<file path="config.mk">
export PLATFORM = sky130hd
export DESIGN_NAME = utf8_decoder_digit_classifier
export DESIGN_NICKNAME = d
export VERILOG_FILES = /design/src/design/utf8dc_pkg.sv /design/src/design/utf8_decoder_digit_classifier.sv /design/src/design/utf8dc_front.sv /design/src/design/utf8dc_fifo.sv /design/src/design/utf8dc_back.sv
export SDC_FILE = /design/constraint.sdc
export NUM_CORES = 1
export LEC_CHECK = 0
export ABC_AREA = 0
export BUFFER_PORTS_ARGS = -buffer_cell sky130_fd_sc_hd__buf_2
export CORE_MARGIN = 4
export CORE_UTILIZATION = 27
export DETAILED_ROUTE_END_ITERATION = 10
export GPL_TIMING_DRIVEN = 0
export HOLD_SLACK_MARGIN = 0.1
export PLACE_DENSITY = 0.49
export SLEW_MARGIN = 20
export SYNTH_ARGS = -nofsm -noshare
export SYNTH_HDL_FRONTEND = slang
export SYNTH_SLANG_ARGS = --single-unit
</file>
<file path="constraint.sdc">
create_clock -name clk_i -period 5.9 [get_ports clk_i]
set_input_delay 1.18 -clock clk_i [delete_from_list [all_inputs] [get_ports clk_i]]
set_output_delay 1.18 -clock clk_i [all_outputs]
set_load 0.01 [all_outputs]
</file>
<file path="src/design/utf8dc_pkg.sv">
// ----------------------------------------------------------------------------
// utf8dc_pkg
// Types and constants shared by the UTF-8 decoder and digit classifier.
// ----------------------------------------------------------------------------
package utf8dc_pkg;

  localparam int unsigned FifoDepth = 4;
  localparam int unsigned FifoAw    = $clog2(FifoDepth);
  localparam int unsigned FifoCw    = $clog2(FifoDepth + 1);

  localparam logic [20:0] ZeroReset   = 21'd48;
  localparam logic [20:0] AsciiZero   = 21'h00030;
  localparam logic [20:0] AsciiNine   = 21'h00039;
  localparam logic [20:0] Min3Byte    = 21'h00800;
  localparam logic [20:0] Min4Byte    = 21'h10000;
  localparam logic [20:0] MaxScalar   = 21'h10FFFF;
  localparam logic [20:0] SurrLow     = 21'h0D800;
  localparam logic [20:0] SurrHigh    = 21'h0DFFF;

  typedef enum logic [2:0] {
    StOk      = 3'd0,
    StBadLead = 3'd1,
    StBadCont = 3'd2,
    StRange   = 3'd3,
    StTrunc   = 3'd4
  } status_e;

  typedef struct packed {
    logic       mode;
    logic [7:0] byte_in;
  } in_t;

  typedef struct packed {
    logic [20:0] code_point;
    status_e     status;
    logic [2:0]  byte_count;
    logic        is_digit;
    logic [3:0]  digit_value;
    logic        last;
  } out_t;

  // One decoded input: an optional broken-sequence error, then an optional main word.
  typedef struct packed {
    logic        first_v;
    logic [2:0]  first_count;
    logic        main_v;
    logic [20:0] main_cp;
    status_e     main_status;
    logic [2:0]  main_count;
  } rec_t;

  function automatic logic is_scalar(logic [20:0] v);
    return (v <= MaxScalar) && !((v >= SurrLow) && (v <= SurrHigh));
  endfunction

endpackage

</file>
<file path="src/design/utf8_decoder_digit_classifier.sv">
// ----------------------------------------------------------------------------
// utf8_decoder_digit_classifier
// UTF-8 decoder with decimal digit classification for ASCII and a locale zero.
// ----------------------------------------------------------------------------
// Channel   Ports                         Handshake
// input     item_i (mode, byte_in)        push / full, taken on push && !full
// result    result_o (code_point .. last) empty / pop, taken on pop && !empty
// config    cfg_wdata_i (zero_code_point) cfg_we_i, taken every enabled edge
//
// While not full, a byte is taken per cycle; the tracker updates its state in
// the accepting cycle and queues one record per byte that yields words.
// A record with a broken-sequence error and a new word yields two output
// words from the result stage, one word per cycle while the consumer pops.
// Each word is first queued as a record, then registered in the result stage.
// Reset clears the sequence state, the queue and the output valid flag.
// Output stalls back up through the record queue until full asserts.
// ----------------------------------------------------------------------------
module utf8_decoder_digit_classifier (
  input  logic              clk_i,
  input  logic              rst_ni,
  input  logic              push,
  output logic              full,
  input  utf8dc_pkg::in_t   item_i,
  output logic              empty,
  input  logic              pop,
  output utf8dc_pkg::out_t  result_o,
  input  logic              cfg_we_i,
  input  logic [20:0]       cfg_wdata_i
);

  logic              rec_valid;
  utf8dc_pkg::rec_t  rec_in, rec_head;
  logic              rec_empty, rec_pop;

  utf8dc_front u_front (
    .clk_i       (clk_i),
    .rst_ni      (rst_ni),
    .valid_i     (push && !full),
    .item_i      (item_i),
    .rec_valid_o (rec_valid),
    .rec_o       (rec_in)
  );

  utf8dc_fifo u_fifo (
    .clk_i   (clk_i),
    .rst_ni  (rst_ni),
    .push_i  (rec_valid),
    .data_i  (rec_in),
    .full_o  (full),
    .pop_i   (rec_pop),
    .empty_o (rec_empty),
    .data_o  (rec_head)
  );

  utf8dc_back u_back (
    .clk_i       (clk_i),
    .rst_ni      (rst_ni),
    .cfg_we_i    (cfg_we_i),
    .cfg_wdata_i (cfg_wdata_i),
    .rec_empty_i (rec_empty),
    .rec_i       (rec_head),
    .rec_pop_o   (rec_pop),
    .empty_o     (empty),
    .pop_i       (pop),
    .result_o    (result_o)
  );

endmodule

</file>
<file path="src/design/utf8dc_front.sv">
// ----------------------------------------------------------------------------
// utf8dc_front
// Sequence tracker: consumes bytes and end-of-text marks, emits decode records.
// ----------------------------------------------------------------------------
module utf8dc_front (
  input  logic              clk_i,
  input  logic              rst_ni,
  input  logic              valid_i,
  input  utf8dc_pkg::in_t   item_i,
  output logic              rec_valid_o,
  output utf8dc_pkg::rec_t  rec_o
);

  logic [2:0]  exp_q, exp_d;
  logic [2:0]  taken_q, taken_d;
  logic [20:0] pv_q, pv_d;

  logic [7:0]  b;
  logic        use_lead;
  logic [20:0] pv_new;
  logic [2:0]  taken_new;
  logic        bad;

  assign b         = item_i.byte_in;
  assign pv_new    = {pv_q[14:0], b[5:0]};
  assign taken_new = taken_q + 3'd1;

  always_comb begin
    exp_d    = exp_q;
    taken_d  = taken_q;
    pv_d     = pv_q;
    rec_o    = '0;
    use_lead = 1'b0;
    bad      = 1'b0;
    if (valid_i) begin
      if (item_i.mode) begin
        if (exp_q != 3'd0) begin
          rec_o.main_v      = 1'b1;
          rec_o.main_status = utf8dc_pkg::StTrunc;
          rec_o.main_count  = taken_q;
        end
        exp_d   = '0;
        taken_d = '0;
        pv_d    = '0;
      end else if (exp_q == 3'd0) begin
        use_lead = 1'b1;
      end else if (b[7:6] == 2'b10) begin
        if (taken_new >= exp_q) begin
          bad = ((exp_q == 3'd3) && (pv_new < utf8dc_pkg::Min3Byte)) ||
                ((exp_q == 3'd4) && (pv_new < utf8dc_pkg::Min4Byte)) ||
                !utf8dc_pkg::is_scalar(pv_new);
          rec_o.main_v      = 1'b1;
          rec_o.main_status = bad ? utf8dc_pkg::StRange : utf8dc_pkg::StOk;
          rec_o.main_cp     = bad ? '0 : pv_new;
          rec_o.main_count  = exp_q;
          exp_d   = '0;
          taken_d = '0;
          pv_d    = '0;
        end else begin
          taken_d = taken_new;
          pv_d    = pv_new;
        end
      end else begin
        rec_o.first_v     = 1'b1;
        rec_o.first_count = taken_q;
        exp_d    = '0;
        taken_d  = '0;
        pv_d     = '0;
        use_lead = 1'b1;
      end

      if (use_lead) begin
        if (b[7] == 1'b0) begin
          rec_o.main_v      = 1'b1;
          rec_o.main_status = utf8dc_pkg::StOk;
          rec_o.main_cp     = {13'd0, b};
          rec_o.main_count  = 3'd1;
        end else if (b >= 8'hC2 && b < 8'hE0) begin
          exp_d   = 3'd2;
          taken_d = 3'd1;
          pv_d    = {16'd0, b[4:0]};
        end else if (b >= 8'hE0 && b < 8'hF0) begin
          exp_d   = 3'd3;
          taken_d = 3'd1;
          pv_d    = {17'd0, b[3:0]};
        end else if (b >= 8'hF0 && b <= 8'hF4) begin
          exp_d   = 3'd4;
          taken_d = 3'd1;
          pv_d    = {18'd0, b[2:0]};
        end else begin
          rec_o.main_v      = 1'b1;
          rec_o.main_status = utf8dc_pkg::StBadLead;
          rec_o.main_count  = 3'd1;
        end
      end
    end
    rec_valid_o = rec_o.first_v | rec_o.main_v;
  end

  always_ff @(posedge clk_i or negedge rst_ni) begin
    if (!rst_ni) begin
      exp_q   <= '0;
      taken_q <= '0;
      pv_q    <= '0;
    end else begin
      exp_q   <= exp_d;
      taken_q <= taken_d;
      pv_q    <= pv_d;
    end
  end

endmodule

</file>
<file path="src/design/utf8dc_fifo.sv">
// ----------------------------------------------------------------------------
// utf8dc_fifo
// Short record queue between the sequence tracker and the result stage.
// ----------------------------------------------------------------------------
module utf8dc_fifo (
  input  logic              clk_i,
  input  logic              rst_ni,
  input  logic              push_i,
  input  utf8dc_pkg::rec_t  data_i,
  output logic              full_o,
  input  logic              pop_i,
  output logic              empty_o,
  output utf8dc_pkg::rec_t  data_o
);

  utf8dc_pkg::rec_t                 mem_q [utf8dc_pkg::FifoDepth];
  logic [utf8dc_pkg::FifoAw-1:0]    wptr_q, rptr_q;
  logic [utf8dc_pkg::FifoCw-1:0]    cnt_q;
  logic                             do_push, do_pop;

  assign full_o  = (cnt_q == utf8dc_pkg::FifoCw'(utf8dc_pkg::FifoDepth));
  assign empty_o = (cnt_q == '0);
  assign do_push = push_i && !full_o;
  assign do_pop  = pop_i && !empty_o;
  assign data_o  = mem_q[rptr_q];

  always_ff @(posedge clk_i) begin
    if (do_push) begin
      mem_q[wptr_q] <= data_i;
    end
  end

  always_ff @(posedge clk_i or negedge rst_ni) begin
    if (!rst_ni) begin
      wptr_q <= '0;
      rptr_q <= '0;
      cnt_q  <= '0;
    end else begin
      if (do_push) begin
        wptr_q <= (wptr_q == utf8dc_pkg::FifoAw'(utf8dc_pkg::FifoDepth - 1)) ? '0
                                                                            : wptr_q + 1'b1;
      end
      if (do_pop) begin
        rptr_q <= (rptr_q == utf8dc_pkg::FifoAw'(utf8dc_pkg::FifoDepth - 1)) ? '0
                                                                            : rptr_q + 1'b1;
      end
      if (do_push && !do_pop) begin
        cnt_q <= cnt_q + 1'b1;
      end else if (do_pop && !do_push) begin
        cnt_q <= cnt_q - 1'b1;
      end
    end
  end

endmodule

</file>
<file path="src/design/utf8dc_back.sv">
// ----------------------------------------------------------------------------
// utf8dc_back
// Result stage: splits records into words, classifies digits, holds output.
// ----------------------------------------------------------------------------
module utf8dc_back (
  input  logic              clk_i,
  input  logic              rst_ni,
  input  logic              cfg_we_i,
  input  logic [20:0]       cfg_wdata_i,
  input  logic              rec_empty_i,
  input  utf8dc_pkg::rec_t  rec_i,
  output logic              rec_pop_o,
  output logic              empty_o,
  input  logic              pop_i,
  output utf8dc_pkg::out_t  result_o
);

  logic [20:0]       zero_q;
  logic              phase_q, phase_d;
  logic              valid_q, valid_d;
  utf8dc_pkg::out_t  out_q, out_d;

  logic              sel_first, load;
  logic [20:0]       diff;

  assign sel_first = rec_i.first_v && !phase_q;
  assign load      = !rec_empty_i && (!valid_q || pop_i);
  assign diff      = rec_i.main_cp - zero_q;

  always_comb begin
    out_d     = '0;
    phase_d   = phase_q;
    rec_pop_o = 1'b0;
    valid_d   = valid_q && !pop_i;
    if (sel_first) begin
      out_d.status     = utf8dc_pkg::StBadCont;
      out_d.byte_count = rec_i.first_count;
      out_d.last       = !rec_i.main_v;
    end else begin
      out_d.code_point = rec_i.main_cp;
      out_d.status     = rec_i.main_status;
      out_d.byte_count = rec_i.main_count;
      out_d.last       = 1'b1;
    end
    if (out_d.status == utf8dc_pkg::StOk) begin
      if (out_d.code_point >= utf8dc_pkg::AsciiZero &&
          out_d.code_point <= utf8dc_pkg::AsciiNine) begin
        out_d.is_digit    = 1'b1;
        out_d.digit_value = out_d.code_point[3:0];
      end else if (utf8dc_pkg::is_scalar(zero_q) && out_d.code_point >= zero_q &&
                   diff <= 21'd9) begin
        out_d.is_digit    = 1'b1;
        out_d.digit_value = diff[3:0];
      end
    end
    if (load) begin
      valid_d = 1'b1;
      if (sel_first && rec_i.main_v) begin
        phase_d = 1'b1;
      end else begin
        phase_d   = 1'b0;
        rec_pop_o = 1'b1;
      end
    end
  end

  always_ff @(posedge clk_i or negedge rst_ni) begin
    if (!rst_ni) begin
      zero_q  <= utf8dc_pkg::ZeroReset;
      phase_q <= 1'b0;
      valid_q <= 1'b0;
    end else begin
      if (cfg_we_i) begin
        zero_q <= cfg_wdata_i;
      end
      phase_q <= phase_d;
      valid_q <= valid_d;
    end
  end

  always_ff @(posedge clk_i) begin
    if (load) begin
      out_q <= out_d;
    end
  end

  assign empty_o  = !valid_q;
  assign result_o = out_q;

  a_phase_pending: assert property (@(posedge clk_i) disable iff (!rst_ni)
    phase_q |-> (!rec_empty_i && rec_i.first_v && rec_i.main_v))
    else $error("split record lost from queue head");

  a_digit_ok: assert property (@(posedge clk_i) disable iff (!rst_ni)
    (valid_q && out_q.is_digit) |->
      (out_q.status == utf8dc_pkg::StOk && out_q.digit_value <= 4'd9))
    else $error("digit flagged on bad word");

  a_err_zero: assert property (@(posedge clk_i) disable iff (!rst_ni)
    (valid_q && out_q.status != utf8dc_pkg::StOk) |->
      (out_q.code_point == '0 && !out_q.is_digit && out_q.digit_value == '0))
    else $error("error word carries data");

  a_first_not_last: assert property (@(posedge clk_i) disable iff (!rst_ni)
    (load && sel_first && rec_i.main_v) |=> (valid_q && !out_q.last && phase_q))
    else $error("broken-sequence word marked last");

endmodule
</file>
==> results.yml <==
grt:
  grt_pass1_vias: 6873
  antenna_found_initial: 0
  grt_max_degree: 52
  overflow: 0
  grt_usage_pct: 12.4
  grt_first_pass_wirelength_um: 40500
placement:
  port-buffer-count: 69
  place.gp.congestion: 0.869
  dp_cells: 1366
  dpl.hpwl_um: 19300
clock_network:
  cts_hold_buf: 0
  cts_resized: 0
  clk_pin_slew_ns: 0.06
  clkSinkCount: 212
  post_cts_buffers: 0
  cts_htree_levels: 1
  clk_latency_ns: 0.53
  clock_path_buffers: 3
  cts_tree: "yes"
  cts-buffers-inserted: 25
  clockRootBuffer: "clkbuf_16"
sta:
  fmax_mhz: 199
  timing_worst_slew_pin_value_ns: 0.775
  slew_headroom_pct: 48.2
  holdWs_ns: 0.499
  setup_viol: 0
  period_share_pct: 85.2
  rsz0062_at_grt: "false"
  period_needed_ns: 5.03
  hold_viol: 0
  fin_skew_ns: 0.0103
  slew_violations: 0
floorplanning:
  fp-row-count: 71
  initial_core_util_pct: 27.4
  die_w_um: 204
  die_y_um: 204
  die-area_um2: 41500
  core_area_um2: 37800
  pin_count: 70
cells_and_area:
  layout.nets: 970
  fillers: 3756
  drive_gt1_share_pct: 20.6
  final_common_cell: "edfxtp_1"
  num_antenna_cells: 0
  final_cell_mix: "161 x edfxtp_1, 76 x buf_2, 57 x nand2_1"
  multiInputGateArea_um2: 4020
  finalNonFillerCells: 1412
  area_growth_syn_to_layout_pct: 19.7
  seq_area_um2: 6110
routing:
  wl_met3_um: 1090
  dr_wl_met2_um: 11800
  vias: 6782
  first_pass_iters: 5
  wl_um: 25800
  drtIter0Drc: 412
  m1WireLength_um: 12300
  postRouteAntennaNets: 0
  wire_per_inst_um: 18.2
  drc: 0
  viasPerCell: 4.80
  routed.top_layer: "met4"
synth:
  synth_nets: 868
  async_flop_share_pct: 24.1
  synth_flop_cell: "edfxtp_1"
  synth_area_leaders: "edfxtp_1 47%, dfrtp_1 12%, mux4_2 6.8%"
  ys_seq_area_share_pct: 59.1
  ys_types: 71
  avgSynthCellArea_um2: 13.3
  synth_edf_count: 161
  yosys.area.top_type: "edfxtp_1"
  yosysWarnings: 0
  ys_ff_latch: 212
  synth_top_area_share_pct: 46.8
  syn_inst: 780
  syn-cell-area_um2: 10300
critical_path:
  crit_arrival_ns: 5.42
  reg2reg_from: "u_fifo.rptr_q[0]$_DFFE_PN0P_"
  crit_path_start: "u_fifo.rptr_q[0]$_DFFE_PN0P_"
  critPathKind: "reg -> reg"
  start_kind: "flip-flop"
  endpoint_kind: "flip-flop"
  r2r_slack_ns: 0.87
  cp_max_fo: 10
  critical_path_required_ns: 6.29
pwr:
  peakVddDrop_mv: 0.221
  power_density_nw_per_um2: 502
  p_leak_uw: 0.00473
hold_path:
  hold_start: "u_fifo.cnt_q[2]$_DFFE_PN0P_"
  hold_path.class: "reg -> reg"
run_status:
  status: "completed"
run:
  cap_violations: 0
## flip-flops by register name (all words and copies together), names as in the netlist
register,cells
u_back.phase_q,1
u_back.result_o,33
u_back.valid_q,1
u_back.zero_q,21
u_fifo.cnt_q,3
u_fifo.mem_q,128
u_fifo.rptr_q,2
u_fifo.wptr_q,2
u_front.exp_q,3
u_front.pv_q,15
u_front.taken_q,3
## layer usage
layer / track usage (%) / vias up
li1: - / 3206
met1: 18.0 / 3386
met3: 1.80 / 34
met5: 0 / -
met2: 19.7 / 156
met4: 3.08 / 0
## area by class of cell
| cell class | instances | share of cell area [%] |
|---|---|---|
| inverter | 37 | 1.12 |
| clock inverter | 14 | 1.61 |
| buffer | 26 | 0.950 |
| clock buffer | 32 | 5.43 |
| sequential | 212 | 49.4 |
| timing repair buffer | 75 | 3.90 |
| multi-input combinational | 505 | 32.4 |
| tap | 511 | 5.17 |
## through the flow
stage               worst slack (ns)  setup TNS, ns  total power [µW]  util [%]  cell area [µm²]
finish                         0.874              0              6220      32.8            12400
global route                   0.484              0              6640      32.8            12400
CTS                            0.846              0              6310      32.8            12400
detailed placement             0.877              0              4660      30.5            11500
global placement              -0.648         -78.32              4630      30.0            11300
floorplan                       1.40              0              3820         -            10300
## worst paths after layout
kind | endpoint | cells after the start
hold / removal | u_fifo.cnt_q[2]$_DFFE_PN0P_ | 1
max in group asynchronous | u_back.zero_q[16]$_DFFE_PN0P_ | 1
hold reg to reg | u_fifo.cnt_q[2]$_DFFE_PN0P_ | 1
min in group asynchronous | u_fifo.cnt_q[2]$_DFFE_PN0P_ | 1
setup / recovery | u_back.result_o[4]$_SDFFCE_PP0P_ | 15
setup reg to reg | u_back.result_o[4]$_SDFFCE_PP0P_ | 15
## report_power, final
| part | total [µW] | switching [µW] | internal, µW |
|---|---|---|---|
| combinational | 2610 | 1570 | 1040 |
| clock | 1600 | 612 | 990 |
| sequential | 2000 | 89.4 | 1910 |
| total | 6220 | 2270 | 3950 |
## critical path, cell delays in order (launching register included)
cell and delay [ns]:
dfrtp_1 0.35, buf_4 0.22, buf_2 0.36, clkbuf_1 0.54, mux4_2 0.62, inv_1 0.10
ha_1 0.19, fa_1 0.22, nor2b_1 0.08, o31ai_1 0.37, o21ai_0 0.19, a222oi_1 0.52
nand3_1 0.11, nand4b_1 0.25, nor4_4 0.50, a32o_2 0.26
## cells in the mapped netlist (4+ instances only)
cell type  number
a32o_2          4
buf_2           7
dfrtp_1        49
clkbuf_1       15
a22o_1         14
and2_1         50
nor3_1         15
inv_1          37
and3_1          4
nand2b_1        5
o21a_1          8
o31ai_1         4
edfxtp_1      161
mux4_2         31
nor4_1          6
xor2_1         10
o21ai_0        49
o221ai_1        5
nor2b_1         9
o211ai_1        5
nand3_1        15
a21oi_1        30
nand2_1        57
nor2_1         37
a21o_1         12
xnor2_1         6
nand4_1        10
mux2_2          7
ha_1           51
or4_1           4
a22oi_1         4
## logic make-up after synthesis
family / share of synthesized area, %
simple gates: 11.5
flops: 59.1
compound gates: 11.2
buf+inv: 2.48
fa+ha+maj: 6.56
mux: 7.71
xor+xnor: 1.36
No activity file was read; power rests on OpenSTA's default activity.
